==> config.mk <==
export PLATFORM = sky130hd
export DESIGN_NAME = binary_arithmetic_encoder_core
export DESIGN_NICKNAME = d
export VERILOG_FILES = /design/src/hdl/bae_pkg.sv /design/src/hdl/binary_arithmetic_encoder_core.sv /design/src/hdl/bae_mul.sv /design/src/hdl/bae_emit.sv
export SDC_FILE = /design/constraint.sdc
export NUM_CORES = 1
export LEC_CHECK = 0
export BUFFER_PORTS_ARGS = -buffer_cell sky130_fd_sc_hd__buf_4
export CAP_MARGIN = 20
export CORE_UTILIZATION = 42
export CTS_CLUSTER_DIAMETER = 150
export DETAILED_ROUTE_END_ITERATION = 8
export HOLD_SLACK_MARGIN = 0.03
export PLACE_DENSITY_LB_ADDON = 0.05
export RECOVER_POWER = 25
export SLEW_MARGIN = 10
export SYNTH_ARGS = -nofsm -noshare
export SYNTH_HDL_FRONTEND = slang
export SYNTH_HIERARCHICAL = 1
export SYNTH_SLANG_ARGS = --single-unit
export TNS_END_PERCENT = 5
==> constraint.sdc <==
create_clock -name clk -period 10.5 [get_ports clk]
set_clock_uncertainty 0.05 [all_clocks]
set_input_delay 0.525 -clock clk [delete_from_list [all_inputs] [get_ports clk]]
set_output_delay 0.525 -clock clk [all_outputs]
set_load 0.005 [all_outputs]
==> src/hdl/bae_pkg.sv <==
`timescale 1ns / 1ps

package bae_pkg;

  // Width of the configured probability and of the serial multiplier operand.
  localparam int ZP_BITS = 16;
  localparam logic [ZP_BITS-1:0] ZP_RESET = 16'h8000;

  // Pending underflow counter and the follow count that reports it.
  localparam int FOLLOW_BITS = 16;
  localparam logic [FOLLOW_BITS-1:0] PENDING_MAX = '1;

  localparam int PRECISION_DEFAULT = 16;

  // Results one input beat may produce; any beyond this are dropped.
  localparam int MAX_RESULTS = 18;
  localparam int RES_CNT_BITS = $clog2(MAX_RESULTS + 1);

  // Request from the sequencer to the output stage.
  typedef struct packed {
    logic                   put;
    logic                   close;
    logic                   code_bit;
    logic [FOLLOW_BITS-1:0] follow;
    logic                   overflow;
  } res_req_t;

endpackage

==> src/hdl/binary_arithmetic_encoder_core.sv <==
`timescale 1ns / 1ps
// Each item is accepted, multiplied bit-serially, applied to the interval in an update step,
// then renormalized step by step; at end of message two termination results follow, and the
// item closes. A result beat moves to the output register when the next beat or the close of
// its item arrives. A new item is accepted only once the previous one has closed.
// Reset (synchronous, active high) restores the full interval, clears the pending count and
// overflow flag, and sets the zero probability to one half.
module binary_arithmetic_encoder_core #(
  parameter int PRECISION_BITS = bae_pkg::PRECISION_DEFAULT
) (
  input  logic                              clk,
  input  logic                              rst,
  input  logic                              in_valid,
  output logic                              in_stall,
  input  logic                              data_bit,
  input  logic                              end_of_message,
  output logic                              out_valid,
  input  logic                              out_stall,
  output logic                              code_bit,
  output logic [bae_pkg::FOLLOW_BITS-1:0]   follow_count,
  output logic                              pending_overflow,
  output logic                              last_result,
  input  logic                              cfg_we,
  input  logic [bae_pkg::ZP_BITS-1:0]       cfg_wdata
);

  localparam int P = PRECISION_BITS;
  localparam int W = PRECISION_BITS + 1;

  typedef enum logic [6:0] {
    ST_IDLE   = 7'b0000001,
    ST_MUL    = 7'b0000010,
    ST_UPDATE = 7'b0000100,
    ST_RENORM = 7'b0001000,
    ST_TERM1  = 7'b0010000,
    ST_TERM2  = 7'b0100000,
    ST_FLUSH  = 7'b1000000
  } state_t;

  state_t                               state;
  logic [bae_pkg::ZP_BITS-1:0]          zp;
  logic [P-1:0]                         low;
  logic [P-1:0]                         high;
  logic [bae_pkg::FOLLOW_BITS-1:0]      pending;
  logic                                 ovf_seen;
  logic                                 bit_r;
  logic                                 eom_r;
  logic [bae_pkg::RES_CNT_BITS-1:0]     res_cnt;

  logic [W-1:0]      range_w;
  logic [W-1:0]      share_raw;
  logic [W-1:0]      share_nz;
  logic [W-1:0]      share;
  logic [W-1:0]      low_plus;
  logic              mul_start;
  logic              mul_done;
  logic              e1;
  logic              e2;
  logic              e3;
  logic              cap_full;
  logic              term_bit;
  logic              emit_ready;
  logic              step_ok;
  bae_pkg::res_req_t req;

  bae_mul #(
    .W(W)
  ) u_mul (
    .clk    (clk),
    .rst    (rst),
    .start  (mul_start),
    .mcand  (range_w),
    .mplier (zp),
    .done   (mul_done),
    .prod   (share_raw)
  );

  bae_emit u_emit (
    .clk              (clk),
    .rst              (rst),
    .req              (req),
    .ready            (emit_ready),
    .out_valid        (out_valid),
    .out_stall        (out_stall),
    .code_bit         (code_bit),
    .follow_count     (follow_count),
    .pending_overflow (pending_overflow),
    .last_result      (last_result)
  );

  always_comb begin
    in_stall  = (state != ST_IDLE);
    mul_start = (state == ST_IDLE) && in_valid;
    range_w   = {1'b0, high} - {1'b0, low} + W'(1);

    // Keep both symbols codable: a zero share becomes one, a full share one less.
    share_nz  = (share_raw == '0) ? W'(1) : share_raw;
    share     = (share_nz >= range_w) ? (range_w - W'(1)) : share_nz;
    low_plus  = {1'b0, low} + share;

    e1       = !high[P-1];
    e2       = low[P-1];
    e3       = (low[P-1:P-2] == 2'b01) && (high[P-1:P-2] == 2'b10);
    cap_full = (res_cnt == bae_pkg::RES_CNT_BITS'(bae_pkg::MAX_RESULTS));
    term_bit = (low[P-1:P-2] != 2'b00);

    req          = '0;
    req.overflow = ovf_seen;
    step_ok      = 1'b1;
    unique case (state)
      ST_RENORM: begin
        if (e1 || e2) begin
          req.put      = !cap_full;
          req.code_bit = !e1;
          req.follow   = pending;
          step_ok      = cap_full || emit_ready;
        end
      end
      ST_TERM1: begin
        req.put      = !cap_full;
        req.code_bit = term_bit;
        req.follow   = pending;
        step_ok      = cap_full || emit_ready;
      end
      ST_TERM2: begin
        req.put      = !cap_full;
        req.code_bit = !term_bit;
        step_ok      = cap_full || emit_ready;
      end
      ST_FLUSH: begin
        req.close = 1'b1;
        step_ok   = emit_ready;
      end
      default: begin
      end
    endcase
  end

  always_ff @(posedge clk) begin
    if (rst) begin
      state    <= ST_IDLE;
      zp       <= bae_pkg::ZP_RESET;
      low      <= '0;
      high     <= '1;
      pending  <= '0;
      ovf_seen <= 1'b0;
      res_cnt  <= '0;
    end else begin
      if (cfg_we) begin
        zp <= cfg_wdata;
      end
      if (req.put && emit_ready) begin
        res_cnt <= res_cnt + bae_pkg::RES_CNT_BITS'(1);
      end
      unique case (state)
        ST_IDLE: begin
          if (in_valid) begin
            bit_r   <= data_bit;
            eom_r   <= end_of_message;
            res_cnt <= '0;
            state   <= ST_MUL;
          end
        end
        ST_MUL: begin
          if (mul_done) begin
            state <= ST_UPDATE;
          end
        end
        ST_UPDATE: begin
          if (bit_r) begin
            low <= low_plus[P-1:0];
          end else begin
            high <= P'(low_plus - W'(1));
          end
          state <= ST_RENORM;
        end
        ST_RENORM: begin
          if (e1 || e2) begin
            if (step_ok) begin
              if (cap_full) begin
                ovf_seen <= 1'b1;
              end
              pending <= '0;
              low     <= {low[P-2:0], 1'b0};
              high    <= {high[P-2:0], 1'b1};
            end
          end else if (e3) begin
            // Middle-half case: drop the quarter offset while doubling.
            if (pending == bae_pkg::PENDING_MAX) begin
              ovf_seen <= 1'b1;
            end else begin
              pending <= pending + bae_pkg::FOLLOW_BITS'(1);
            end
            low  <= {1'b0, low[P-3:0], 1'b0};
            high <= {1'b1, high[P-3:0], 1'b1};
          end else begin
            state <= eom_r ? ST_TERM1 : ST_FLUSH;
          end
        end
        ST_TERM1: begin
          if (step_ok) begin
            if (cap_full) begin
              ovf_seen <= 1'b1;
            end
            state <= ST_TERM2;
          end
        end
        ST_TERM2: begin
          if (step_ok) begin
            low      <= '0;
            high     <= '1;
            pending  <= '0;
            ovf_seen <= 1'b0;
            state    <= ST_FLUSH;
          end
        end
        ST_FLUSH: begin
          if (step_ok) begin
            state <= ST_IDLE;
          end
        end
        default: begin
          state <= ST_IDLE;
        end
      endcase
    end
  end

endmodule

==> src/hdl/bae_mul.sv <==
`timescale 1ns / 1ps

// Bit-serial shift-add multiplier. One multiplier bit is consumed per cycle,
// least significant first, and the accumulator shifts right each cycle, so
// after all bits it holds the product shifted down by the multiplier width.
module bae_mul #(
  parameter int W = 17
) (
  input  logic                       clk,
  input  logic                       rst,
  input  logic                       start,
  input  logic [W-1:0]               mcand,
  input  logic [bae_pkg::ZP_BITS-1:0] mplier,
  output logic                       done,
  output logic [W-1:0]               prod
);

  localparam int CNT_W = $clog2(bae_pkg::ZP_BITS);

  logic                        busy;
  logic [CNT_W-1:0]            cnt;
  logic [W-1:0]                mc;
  logic [bae_pkg::ZP_BITS-1:0] mr;
  logic [W:0]                  sum;

  always_comb begin
    sum = {1'b0, prod} + (mr[0] ? {1'b0, mc} : '0);
  end

  always_ff @(posedge clk) begin
    if (rst) begin
      busy <= 1'b0;
      done <= 1'b0;
      cnt  <= '0;
    end else begin
      done <= 1'b0;
      if (start) begin
        busy <= 1'b1;
        cnt  <= '0;
      end else if (busy) begin
        cnt <= cnt + CNT_W'(1);
        if (cnt == CNT_W'(bae_pkg::ZP_BITS - 1)) begin
          busy <= 1'b0;
          done <= 1'b1;
        end
      end
    end
  end

  always_ff @(posedge clk) begin
    if (start) begin
      prod <= '0;
      mc   <= mcand;
      mr   <= mplier;
    end else if (busy) begin
      prod <= sum[W:1];
      mr   <= mr >> 1;
    end
  end

endmodule

==> src/hdl/bae_emit.sv <==
`timescale 1ns / 1ps

// Output stage. Each new result waits in a holding register until the next
// one arrives or the item closes, so the last result of an item is known
// when it moves into the output register.
module bae_emit (
  input  logic              clk,
  input  logic              rst,
  input  bae_pkg::res_req_t req,
  output logic              ready,
  output logic              out_valid,
  input  logic              out_stall,
  output logic              code_bit,
  output logic [bae_pkg::FOLLOW_BITS-1:0] follow_count,
  output logic              pending_overflow,
  output logic              last_result
);

  logic                            held_valid;
  logic                            held_bit;
  logic [bae_pkg::FOLLOW_BITS-1:0] held_follow;
  logic                            held_ovf;
  logic                            can_push;
  logic                            take;

  always_comb begin
    can_push = !out_valid || !out_stall;
    ready    = !held_valid || can_push;
    take     = ready && (req.put || req.close);
  end

  always_ff @(posedge clk) begin
    if (rst) begin
      held_valid <= 1'b0;
      out_valid  <= 1'b0;
    end else begin
      if (take && held_valid) begin
        out_valid <= 1'b1;
      end else if (out_valid && !out_stall) begin
        out_valid <= 1'b0;
      end
      if (take) begin
        held_valid <= req.put;
      end
    end
  end

  always_ff @(posedge clk) begin
    if (take && held_valid) begin
      code_bit         <= held_bit;
      follow_count     <= held_follow;
      pending_overflow <= held_ovf;
      last_result      <= req.close;
    end
    if (ready && req.put) begin
      held_bit    <= req.code_bit;
      held_follow <= req.follow;
      held_ovf    <= req.overflow;
    end
  end

endmodule

# Yosys cells after proc, flatten, opt, wreduce, memory -nomap -nowiden
# Index checks and enable logic that the tools add are counted.
# Widths: inputs -> output; s select.
# word_totals
register_bits,174
input_bits,23
output_inout_bits,21
word_cells,150
# classes
addsub,9
order_cmp,1
eq_ne,26
muxes,55
n_bitwise,2
reduce_logical,33
# ops
cell,n
$mux 16,17
$pmux 16 s3,2
$pmux 16 s2,2
$mux 7,8
$mux 17,3
$pmux 7 s7,1
$sub 16x1->16 const B,2
$add 17x18->18,1
$add 17x1->17 const B,1
$ge 17x17->1,1
$logic_not 17->1,1
$sub 16x16->17,1
$add 16x1->16 const B,1
$add 16x16->16,1
$eq 16x16->1 const B,1
$ne 2x2->1 const B,8
$mux 1,15
$mux 5,3
$ne 3x3->1 const B,4
$reduce_and 5->1,2
$pmux 1 s3,3
$reduce_bool 2->1,4
$eq 7x1->1 const B,1
$eq 7x2->1 const B,1
other kinds (24),42

# Depth between registers and ports, before layout
# Gate-level depths: netlist (run 1).
# logic_depth
depth_word,9
ltp_mapped,34
mapped_depth_nobuf,32

# By module
# Netlist (run 1), hierarchy kept.
# modules_own_cells
mod,n_inst,cells_each,area_per_inst_um2,seq_area_each_um2
binary_arithmetic_encoder_core,1,869,6767.7,1601.5
bae_mul,1,261,2962.8,1451.4
bae_emit,1,48,1203.7,1151.1

# Worst setup path after synthesis (run 1)
# No wires, ideal clock.
# synth_timing
kind,register -> register
startpoint,reg low[3]
endpoint,reg high[14]
setup_time_ns,0.074
arrival_ns,6.450
t_required_ns,10.376
setup_slack_ns,3.926
stages_incl_launch_ff,31
path_buffers,1
period_less_slack_ns,6.574
cell_sequence,dfxtp_1 > inv_1 > ha_1 > ha_1 > nor2b_1 > o31a_4 > o21a_2 > o31ai_1 > and2_1 > clkbuf_1 > inv_1 > ha_1 > a2111oi_0 > o21ai_0 > o22ai_1 > a21oi_1 > nor2_1 > mux2i_1 > ha_1 > inv_1 > fa_1 > nand3b_1 > a21boi_1 > o211a_1 > a211oi_1 > a211o_1 > nor4_2 > nor4b_1 > nor3_1 > a211o_1 > o21ai_0
# synth_between
elab_chain_len,8
elab_cells_between_ends,9
classes_between,5 x add/sub; 1 x order compare; 3 x mux
# synth_lines
element,line_no,rtl
from (decl),binary_arithmetic_encoder_core.sv:42,logic [P-1:0] low;
from (signal assigned),binary_arithmetic_encoder_core.sv:171,low <= low_plus[P-1:0];
from (signal assigned),binary_arithmetic_encoder_core.sv:184,"low <= {low[P-2:0], 1'b0};"
from (signal assigned),binary_arithmetic_encoder_core.sv:194,"low <= {1'b0, low[P-3:0], 1'b0};"
$sub 16x16->17 (*),binary_arithmetic_encoder_core.sv:94,"range_w = {1'b0, high} - {1'b0, low} + W'(1);"
$add 17x1->17 (*),binary_arithmetic_encoder_core.sv:94,
via range_w[13],binary_arithmetic_encoder_core.sv:50,logic [W-1:0] range_w;
$sub 16x1->16 or $ge 17x17->1 (tied branches),binary_arithmetic_encoder_core.sv:98,share = (share_nz >= range_w) ? (range_w - W'(1)) : share_nz;
$mux 16 (*),binary_arithmetic_encoder_core.sv:98,
$add 16x16->16 (*),binary_arithmetic_encoder_core.sv:99,"low_plus = {1'b0, low} + share;"
$sub 16x1->16 (*),binary_arithmetic_encoder_core.sv:173,high <= P'(low_plus - W'(1));
$mux 16 (*),binary_arithmetic_encoder_core.sv:170,if (bit_r) begin
$pmux 16 s3 (*),binary_arithmetic_encoder_core.sv:155,unique case (state)
to (signal assigned),binary_arithmetic_encoder_core.sv:173,
to (signal assigned),binary_arithmetic_encoder_core.sv:185,"high <= {high[P-2:0], 1'b1};"
to (signal assigned),binary_arithmetic_encoder_core.sv:195,"high <= {1'b1, high[P-3:0], 1'b1};"
to (decl),binary_arithmetic_encoder_core.sv:43,logic [P-1:0] high;
# Mark *: on every way through the listed nets, which the timed path passes. The rest lies on a longest branch. The select of a mux whose other input is x is not followed.
# A chain may end at the register's enable or synchronous reset.

# Worst setup path in the final report (run 1)
# layout_timing
startpoint,reg low[3]
endpoint,reg high[14]
# layout_between
elab_chain_len,8
elab_cells_between_ends,9
classes_between,5 x add/sub; 1 x order compare; 3 x mux
# layout_lines
element,line_no
$sub 16x16->17,binary_arithmetic_encoder_core.sv:94
$add 17x1->17,binary_arithmetic_encoder_core.sv:94
$sub 16x1->16 or $ge 17x17->1 (tied branches),binary_arithmetic_encoder_core.sv:98
$mux 16,binary_arithmetic_encoder_core.sv:98
$add 16x16->16 (*),binary_arithmetic_encoder_core.sv:99
$sub 16x1->16 (*),binary_arithmetic_encoder_core.sv:173
$mux 16 (*),binary_arithmetic_encoder_core.sv:170
$pmux 16 s3 (*),binary_arithmetic_encoder_core.sv:155
# Mark *: on every way between the ends. The rest lies on a longest branch, timed or not. The select of a mux whose other input is x is not followed.

==> summary.txt, run 1 <==
Power and ir drop
  • Net switching power of the design: 1.08 mW
  • Worst VDD drop: 99.1 uV
  • Gate power share: 45.8%
  • Share of total power in the clock network: 23.9%
  • Switching Share: 40.5%
  • Power density over the cells: 221 mW/mm^2
  • Flop pwr share: 30.3%
  • Leakage power: 4.86 nW
  • Overall power of the completed layout: 2.67 mW
  • Internal: 1.59 mW

Place
  • Gpl congestion: 0.837
  • Placed wire-length estimate after detailed placement: 18,300 um
  • Number of cells in the design after placement: 1,503
  • Area after detailed placement: 0.0115 mm^2
  • Number of buffers inserted by port buffering: 43

Clocking
  • Level count of the clock H-tree: 4
  • CTS tree: yes
  • Number of hold buffers added after CTS: 0
  • Total CTS buffers: 17
  • Resized cells post-CTS: 0
  • Worst-skew pair later-pin latency: 0.43 ns
  • Buffer count from post-CTS setup fixing: 0
  • Reg clk slew, reported paths: 0.08 ns
  • Total number of clock tree sinks: 174
  • Worst-case clock buffer depth: 2
  • Clock tree root driver cell: sky130_fd_sc_hd__clkbuf_16

Die
  • DIE AREA: 0.0267 mm^2
  • Core region area: 0.0253 mm^2
  • I/O pins: 44
  • Number of placement rows: 58
  • DIE WIDTH: 163 um
  • Effective utilization at floorplan: 43.2%
  • Height of the die: 163 um

STA
  • Setup repair after global routing missed its margin: false
  • Number of pins exceeding their max-slew limit in the final report: 69
  • Final hold violations: 0
  • Summed negative setup slack over all endpoints: 0 ns
  • Max_slew headroom: -121%
  • Total setup violations reported at the end of the flow: 0
  • Highest achievable clock rate: 132 MHz
  • Transition at the pin with the smallest max-transition slack: 3.32 ns
  • Portion of the clock cycle consumed by the worst path in the final layout: 72.0%
  • Period minus WS final: 7.56 ns

Min path
  • Class of the tightest hold or removal check: in2reg
  • Instance count along the most critical hold path: 1

Worst setup path
  • Worst setup path startpoint: low[3]
  • Critical path data required time: 10.80 ns
  • Critical path buffers and inverters: 4
  • Worst path top cell family by delay: compound AO/OA/AOI/OAI gates
  • Capturing element of the worst setup path: high[14]
  • Startpoint types: flip-flop
  • Cell with the largest stage delay on the worst path: sky130_fd_sc_hd__a211oi_1
  • Slowest cell delay on critical path: 0.54 ns
  • R2r worst-path depth: 30
  • Number of stages on the worst setup path: 30
  • Setup slack on the worst flop-to-flop path: 2.94 ns
  • Max FO, Critical Path: 27
  • Launch point of the worst reg-to-reg path: low[3]
  • Crit. End Element: flip-flop
  • Cell seen most often among critical-path stages: sky130_fd_sc_hd__ha_1
  • Destination of the worst register-to-register timing path: high[14]
  • Arr. time, crit path: 7.87 ns
  • Critical path class: reg2reg

Final layout
  • Post-layout nets: 1,306
  • Total of fill cells in the finished design: 2,492
  • Post-Route Utilization: 47.7%
  • Non-Filler Instances: 1,536
  • Area of all placed cells without fillers: 0.0121 mm^2
  • Share of final-layout standard cells stronger than drive strength 1: 11.1%
  • Layout overhead on the synthesized area: 10.5%
  • Antenna cells: 0

Routing
  • Drt pass-1 iters: 5
  • Final Routed Wirelength: 24,800 um
  • Count of routing violations after the opening detailed-route iteration: 513
  • DR DRC count: 0
  • Residual antenna-violating net count after detailed routing: 0
  • Routed wire per std cell: 16.1 um
  • Routed vias/inst: 5.37
  • Via total after detailed routing: 8,246

Global route
  • Number of antenna violations at the first check in global routing: 0
  • Global-route wire length before repair: 40,800 um
  • Met2 routing resource usage after global routing: 28.9%
  • M3 GR Usage: 2.84%
  • GRT busiest layer: met2
  • Total routing resource utilization after global routing: 19.3%
  • Remaining global-route overflow: 0
  • Number of global-route vias before repair: 7,819
  • Fraction of met1 tracks used by global routing: 28.8%
  • Largest net degree at the start of global routing: 69

Synthesis
  • Number of flops mapped to enable cells by yosys: 72
  • Post-Synthesis Mean Instance Area: 9.28 um^2
  • Share of flip-flops with an asynchronous set or reset: 0%
  • Register bit total from synthesis: 174
  • Most instantiated flip-flop cell in the synthesis netlist: sky130_fd_sc_hd__dfxtp_1
  • Syn Nets: 1,291
  • Share of the yosys chip area belonging to registers: 38.4%
  • Number of distinct library cells after synthesis: 95
  • Number of warnings printed during yosys synthesis: 6
  • Instance count of the mapped netlist: 1,178
  • Cell area after synthesis: 0.0109 mm^2

Outcome
  • Violated checks: max-capacitance violations, max-slew violations
  • Result of the run: finished, violations left

Job
  • Maximum Capacitance Violations: 1
-- layer usage --
layer | up-vias | share of wire, %
li1 | 4296 | -
met5 | - | 0
met2 | 118 | 42
met4 | 0 | 0.81
met1 | 3815 | 54
met3 | 17 | 2.7
-- logic make-up (layout without fill, tap and decap cells) --
kind of cell               Yosys count  after routing  synth area share [%]
buffers and inverters              123            151                  4.63
and+or+nand+nor                    391            391                  18.4
muxes                               44             44                  4.23
AOI/OAI and AO/OA                  285            285                  17.9
adders and majority gates           90             90                  10.5
xor gates and xnor gates            71             71                  5.93
DFF                                174            174                  38.4
-- placed cells by master (no fill, tap or decap), drive strengths merged, types with 5 or more instances in the layout --
master	netlist	layout
nor2	123	123
dfxtp	102	102
ha	87	87
edfxtp	72	72
inv	64	71
nand2	69	69
a21oi	69	69
o21ai	60	60
clkbuf	53	43
xnor2	38	38
xor2	33	33
a211oi	31	31
buf	5	30
nor3	29	29
and2	28	28
nor2b	27	27
mux2i	26	26
nand3	25	25
a21o	21	21
mux2	18	18
nand4	17	17
nand2b	15	15
o22ai	12	12
nor4	12	12
a22oi	11	11
a211o	11	11
o211ai	9	9
o21a	9	9
or3	7	7
nand3b	7	7
and3	7	7
clkinv	0	7
a31oi	6	6
o31ai	5	5
-- synth_stat cells, types with 3 or more instances --
master | n | area, um^2
sky130_fd_sc_hd__nor2_1 | 123 | 462
sky130_fd_sc_hd__dfxtp_1 | 102 | 2040
sky130_fd_sc_hd__ha_1 | 87 | 1090
sky130_fd_sc_hd__edfxtp_1 | 72 | 2160
sky130_fd_sc_hd__nand2_1 | 69 | 259
sky130_fd_sc_hd__a21oi_1 | 67 | 335
sky130_fd_sc_hd__inv_1 | 62 | 233
sky130_fd_sc_hd__clkbuf_1 | 50 | 188
sky130_fd_sc_hd__o21ai_0 | 50 | 250
sky130_fd_sc_hd__xnor2_1 | 37 | 324
sky130_fd_sc_hd__xor2_1 | 32 | 280
sky130_fd_sc_hd__a211oi_1 | 29 | 218
sky130_fd_sc_hd__nor3_1 | 29 | 145
sky130_fd_sc_hd__and2_1 | 27 | 169
sky130_fd_sc_hd__mux2i_1 | 26 | 260
sky130_fd_sc_hd__nor2b_1 | 26 | 163
sky130_fd_sc_hd__nand3_1 | 24 | 120
sky130_fd_sc_hd__a21o_1 | 21 | 158
sky130_fd_sc_hd__mux2_2 | 18 | 203
sky130_fd_sc_hd__nand2b_1 | 15 | 93.8
sky130_fd_sc_hd__nand4_1 | 15 | 93.8
sky130_fd_sc_hd__a211o_1 | 11 | 96.3
sky130_fd_sc_hd__a22oi_1 | 11 | 82.6
sky130_fd_sc_hd__o22ai_1 | 11 | 68.8
sky130_fd_sc_hd__nor4_1 | 10 | 62.6
sky130_fd_sc_hd__o21ai_1 | 10 | 50.1
sky130_fd_sc_hd__o211ai_1 | 8 | 60.1
sky130_fd_sc_hd__nand3b_1 | 7 | 52.6
sky130_fd_sc_hd__o21a_1 | 7 | 52.6
sky130_fd_sc_hd__or3_1 | 7 | 43.8
sky130_fd_sc_hd__and3_1 | 6 | 37.5
sky130_fd_sc_hd__a31oi_1 | 5 | 31.3
sky130_fd_sc_hd__o31ai_1 | 5 | 37.5
sky130_fd_sc_hd__buf_2 | 4 | 20.0
sky130_fd_sc_hd__o21bai_1 | 4 | 30.0
sky130_fd_sc_hd__a21boi_1 | 3 | 22.5
sky130_fd_sc_hd__a221oi_1 | 3 | 26.3
sky130_fd_sc_hd__clkbuf_8 | 3 | 41.3
sky130_fd_sc_hd__fa_1 | 3 | 60.1
sky130_fd_sc_hd__nor3b_1 | 3 | 22.5
sky130_fd_sc_hd__nor4b_1 | 3 | 26.3
sky130_fd_sc_hd__or2_2 | 3 | 18.8
-- stage by stage --
| stage | setup slack (ns) | hold slack (ns) |
|---|---|---|
| detailed placement | 3.07 | 0.355 |
| finish | 2.94 | 0.242 |
| global route | 2.21 | 0.220 |
| CTS | 2.99 | 0.197 |
| floorplan | 3.93 | 0.350 |
| global placement | 3.17 | 0.354 |
-- layout make-up --
type                       instances  area (um^2)  share of cell area [%]
sequential                       174         4200                    34.8
multi-input combinational        881         6230                    51.6
timing repair buffer              55          394                    3.26
inverter                          64          243                    2.01
clock inverter                    14          168                    1.39
tap                              330          413                    3.42
clock buffer                      18          429                    3.55
-- flip-flops by register name, summed over array words and instances, names as in the netlist, 4 cells and up --
name,flops
pending,16
res_cnt,5
u_mul/mr,16
u_mul/prod,17
high,16
u_emit/held_follow,16
u_emit/follow_count,16
zp,16
low,16
state,7
u_mul/cnt,4
u_mul/mc,17
-- power by group through the flow --
stage	clock network [mW]	logic, mW	registers [mW]
6_report	0.639	1.22	0.810
5_1_grt	0.683	1.38	0.818
4_1_cts	0.662	1.22	0.810
3_5_place_dp	0	1.22	0.825
3_3_place_gp	0	1.22	0.825
2_1_floorplan	0	0.972	0.801
-- worst min path at each step --
| stage | start | end | slack (ns) |
|---|---|---|---|
| 2_1_floorplan | u_emit/held_bit | u_emit/code_bit | 0.35 |
| 3_3_place_gp | u_emit/held_follow[10] | u_emit/follow_count[10] | 0.35 |
| 3_5_place_dp | u_emit/held_follow[14] | u_emit/follow_count[14] | 0.35 |
| 4_1_cts | end_of_message | eom_r | 0.20 |
| 5_1_grt | data_bit | bit_r | 0.22 |
| 6_report | end_of_message | eom_r | 0.24 |
No activity file was read; power rests on OpenSTA's default activity.
==> run 2: changes to the inputs <==
clock period = 7.62 ns   (was 10.5 ns; I/O delays follow)
==> run 2 against run 1 <==
Hold slack worse by 0.15 ns. Total power is 40% higher. Sequential share of layout area is 0.27 points lower. First-iteration DRC count is 3.1% lower. Combinational power is 43% higher. Worst setup slack worse by 2.4 ns. The flow now finishes without violations. Clock power is 38% higher.
==> summary.txt, run 2 (same netlist as run 1, synthesis figures left out) <==
Worst setup path
  • Startpoint types: flip-flop
  • Crit. End Element: flip-flop
  • Max FO, Critical Path: 13
  • Destination of the worst register-to-register timing path: high[15]
  • R2r worst-path depth: 33
  • Launch point of the worst reg-to-reg path: high[1]
  • Critical path class: reg2reg
  • Arr. time, crit path: 7.39 ns
  • Cell seen most often among critical-path stages: sky130_fd_sc_hd__ha_1
  • Setup slack on the worst flop-to-flop path: 0.53 ns
  • Critical path data required time: 7.92 ns
  • Slowest cell delay on critical path: 0.39 ns
  • Cell with the largest stage delay on the worst path: sky130_fd_sc_hd__fa_1

Global route
  • Fraction of met1 tracks used by global routing: 28.9%
  • Remaining global-route overflow: 0
  • Number of global-route vias before repair: 7,795
  • Total routing resource utilization after global routing: 19.4%
  • Largest net degree at the start of global routing: 69
  • Number of antenna violations at the first check in global routing: 0
  • GRT busiest layer: met2
  • Met2 routing resource usage after global routing: 29.3%
  • Global-route wire length before repair: 41,000 um
  • M3 GR Usage: 2.56%

Die
  • Core region area: 0.0253 mm^2
  • Height of the die: 163 um
  • Effective utilization at floorplan: 43.2%
  • DIE WIDTH: 163 um
  • DIE AREA: 0.0267 mm^2
  • Number of placement rows: 58
  • I/O pins: 44

Place
  • Gpl congestion: 0.867
  • Number of buffers inserted by port buffering: 43
  • Area after detailed placement: 0.0115 mm^2
  • Placed wire-length estimate after detailed placement: 18,400 um
  • Setup WS pre-CTS: 0.252 ns
  • Number of cells in the design after placement: 1,505

Min path
  • Class of the tightest hold or removal check: in2reg
  • Worst Hold Path EP: bit_r
  • Instance count along the most critical hold path: 1
  • Start point of the worst hold path: data_bit

Final layout
  • Leading cell type in the layout, fill and taps excluded: sky130_fd_sc_hd__nor2_1
  • Registers with the most flip-flops: u_mul/mc x17, u_mul/prod x17
  • Antenna cells: 0
  • Share of final-layout standard cells stronger than drive strength 1: 12.3%
  • Layout overhead on the synthesized area: 11.4%
  • Post-layout nets: 1,311
  • Non-Filler Instances: 1,541
  • Commonest cells after routing, fill and taps aside: 122 x sky130_fd_sc_hd__nor2_1, 102 x sky130_fd_sc_hd__dfxtp_1, 87 x sky130_fd_sc_hd__ha_1
  • Area of all placed cells without fillers: 0.0122 mm^2

Routing
  • Drt pass-1 iters: 5
  • DR DRC count: 0
  • Residual antenna-violating net count after detailed routing: 0
  • Via total after detailed routing: 8,244
  • Routed wire per std cell: 16.3 um
  • Final Routed Wirelength: 25,200 um
  • Count of routing violations after the opening detailed-route iteration: 497
  • Routed vias/inst: 5.35

STA
  • Setup ws final: 0.534 ns
  • Summed negative setup slack over all endpoints: 0 ns
  • Period minus WS final: 7.09 ns
  • Highest achievable clock rate: 141 MHz
  • Portion of the clock cycle consumed by the worst path in the final layout: 93.0%
  • Final hold violations: 0
  • Transition at the pin with the smallest max-transition slack: 1.33 ns
  • Total setup violations reported at the end of the flow: 0
  • Number of pins exceeding their max-slew limit in the final report: 0
  • Max_slew headroom: 11.3%

Power and ir drop
  • Overall power of the completed layout: 3.75 mW
  • Power density over the cells: 308 mW/mm^2
  • Worst VDD drop: 150 uV
  • Leakage power: 4.89 nW

Clocking
  • Level count of the clock H-tree: 4
  • Total number of clock tree sinks: 174
  • CTS tree: yes
  • Clock tree root driver cell: sky130_fd_sc_hd__clkbuf_16
  • Worst-skew pair later-pin latency: 0.44 ns
  • Reg clk slew, reported paths: 0.08 ns
  • Total CTS buffers: 17
  • Worst-case clock buffer depth: 2
  • Number of hold buffers added after CTS: 0

Job
  • Maximum Capacitance Violations: 0

Outcome
  • Result of the run: finished, final reports clean
[run 2: metrics by stage]
step	hold slack [ns]	util [%]
global placement	0.355	45.4
global route	0.0726	48.1
detailed placement	0.355	45.5
floorplan	0.350	-
finish	0.0902	48.1
CTS	0.0504	47.8
[run 2: power breakdown]
part | internal, mW | switching [mW]
logic | 0.734 | 1.02
clock network | 0.444 | 0.438
registers | 1.05 | 0.0655
total | 2.23 | 1.52
[run 2: worst max-delay path: cells and delay by family (launching register included)]
family,cells,cell delay [ns]
flip-flops,1,0.37
XOR/XNOR,2,0.38
AND/OR/NAND/NOR,6,0.95
adder cells (fa/ha/maj),5,1.52
AO/OA/AOI/OAI,14,3.06
buffers and inverters,6,0.68
[run 2: final cells by class]
| class | instances | area [um^2] |
|---|---|---|
| Clock buffer | 18 | 429 |
| Timing Repair Buffer | 60 | 454 |
| Inverter | 64 | 243 |
| Clock inverter | 14 | 165 |
| Tap cell | 330 | 413 |
| Fill cell | 2427 | 13200 |
| Sequential cell | 174 | 4200 |
| Multi-Input combinational cell | 881 | 6270 |
[run 2: per-layer routing]
layer  up-vias  part of all wire, %
met5         -                    0
met4         0                  1.4
met3        20                  2.2
met2        96                   43
met1      3825                   54
li1       4303                    -
[run 2: worst max-delay path by stage]
stage / startpoint / to / slack [ns] / cells past startpoint
after global placement: high[1] / high[15] / 0.37 / 30
after CTS: low[3] / high[14] / 0.17 / 31
after global routing: low[2] / high[15] / -0.04 / 29
after floorplan: low[3] / high[14] / 1.05 / 30
final: high[1] / high[15] / 0.53 / 33
after detailed placement: low[3] / high[14] / 0.25 / 31
[run 2: timing repair]
item,4_1_cts,5_1_grt
resized for setup,0,8
endpoints found under the hold margin,0,0
endpoints found under the setup margin,0,6
buffers inserted,0,2
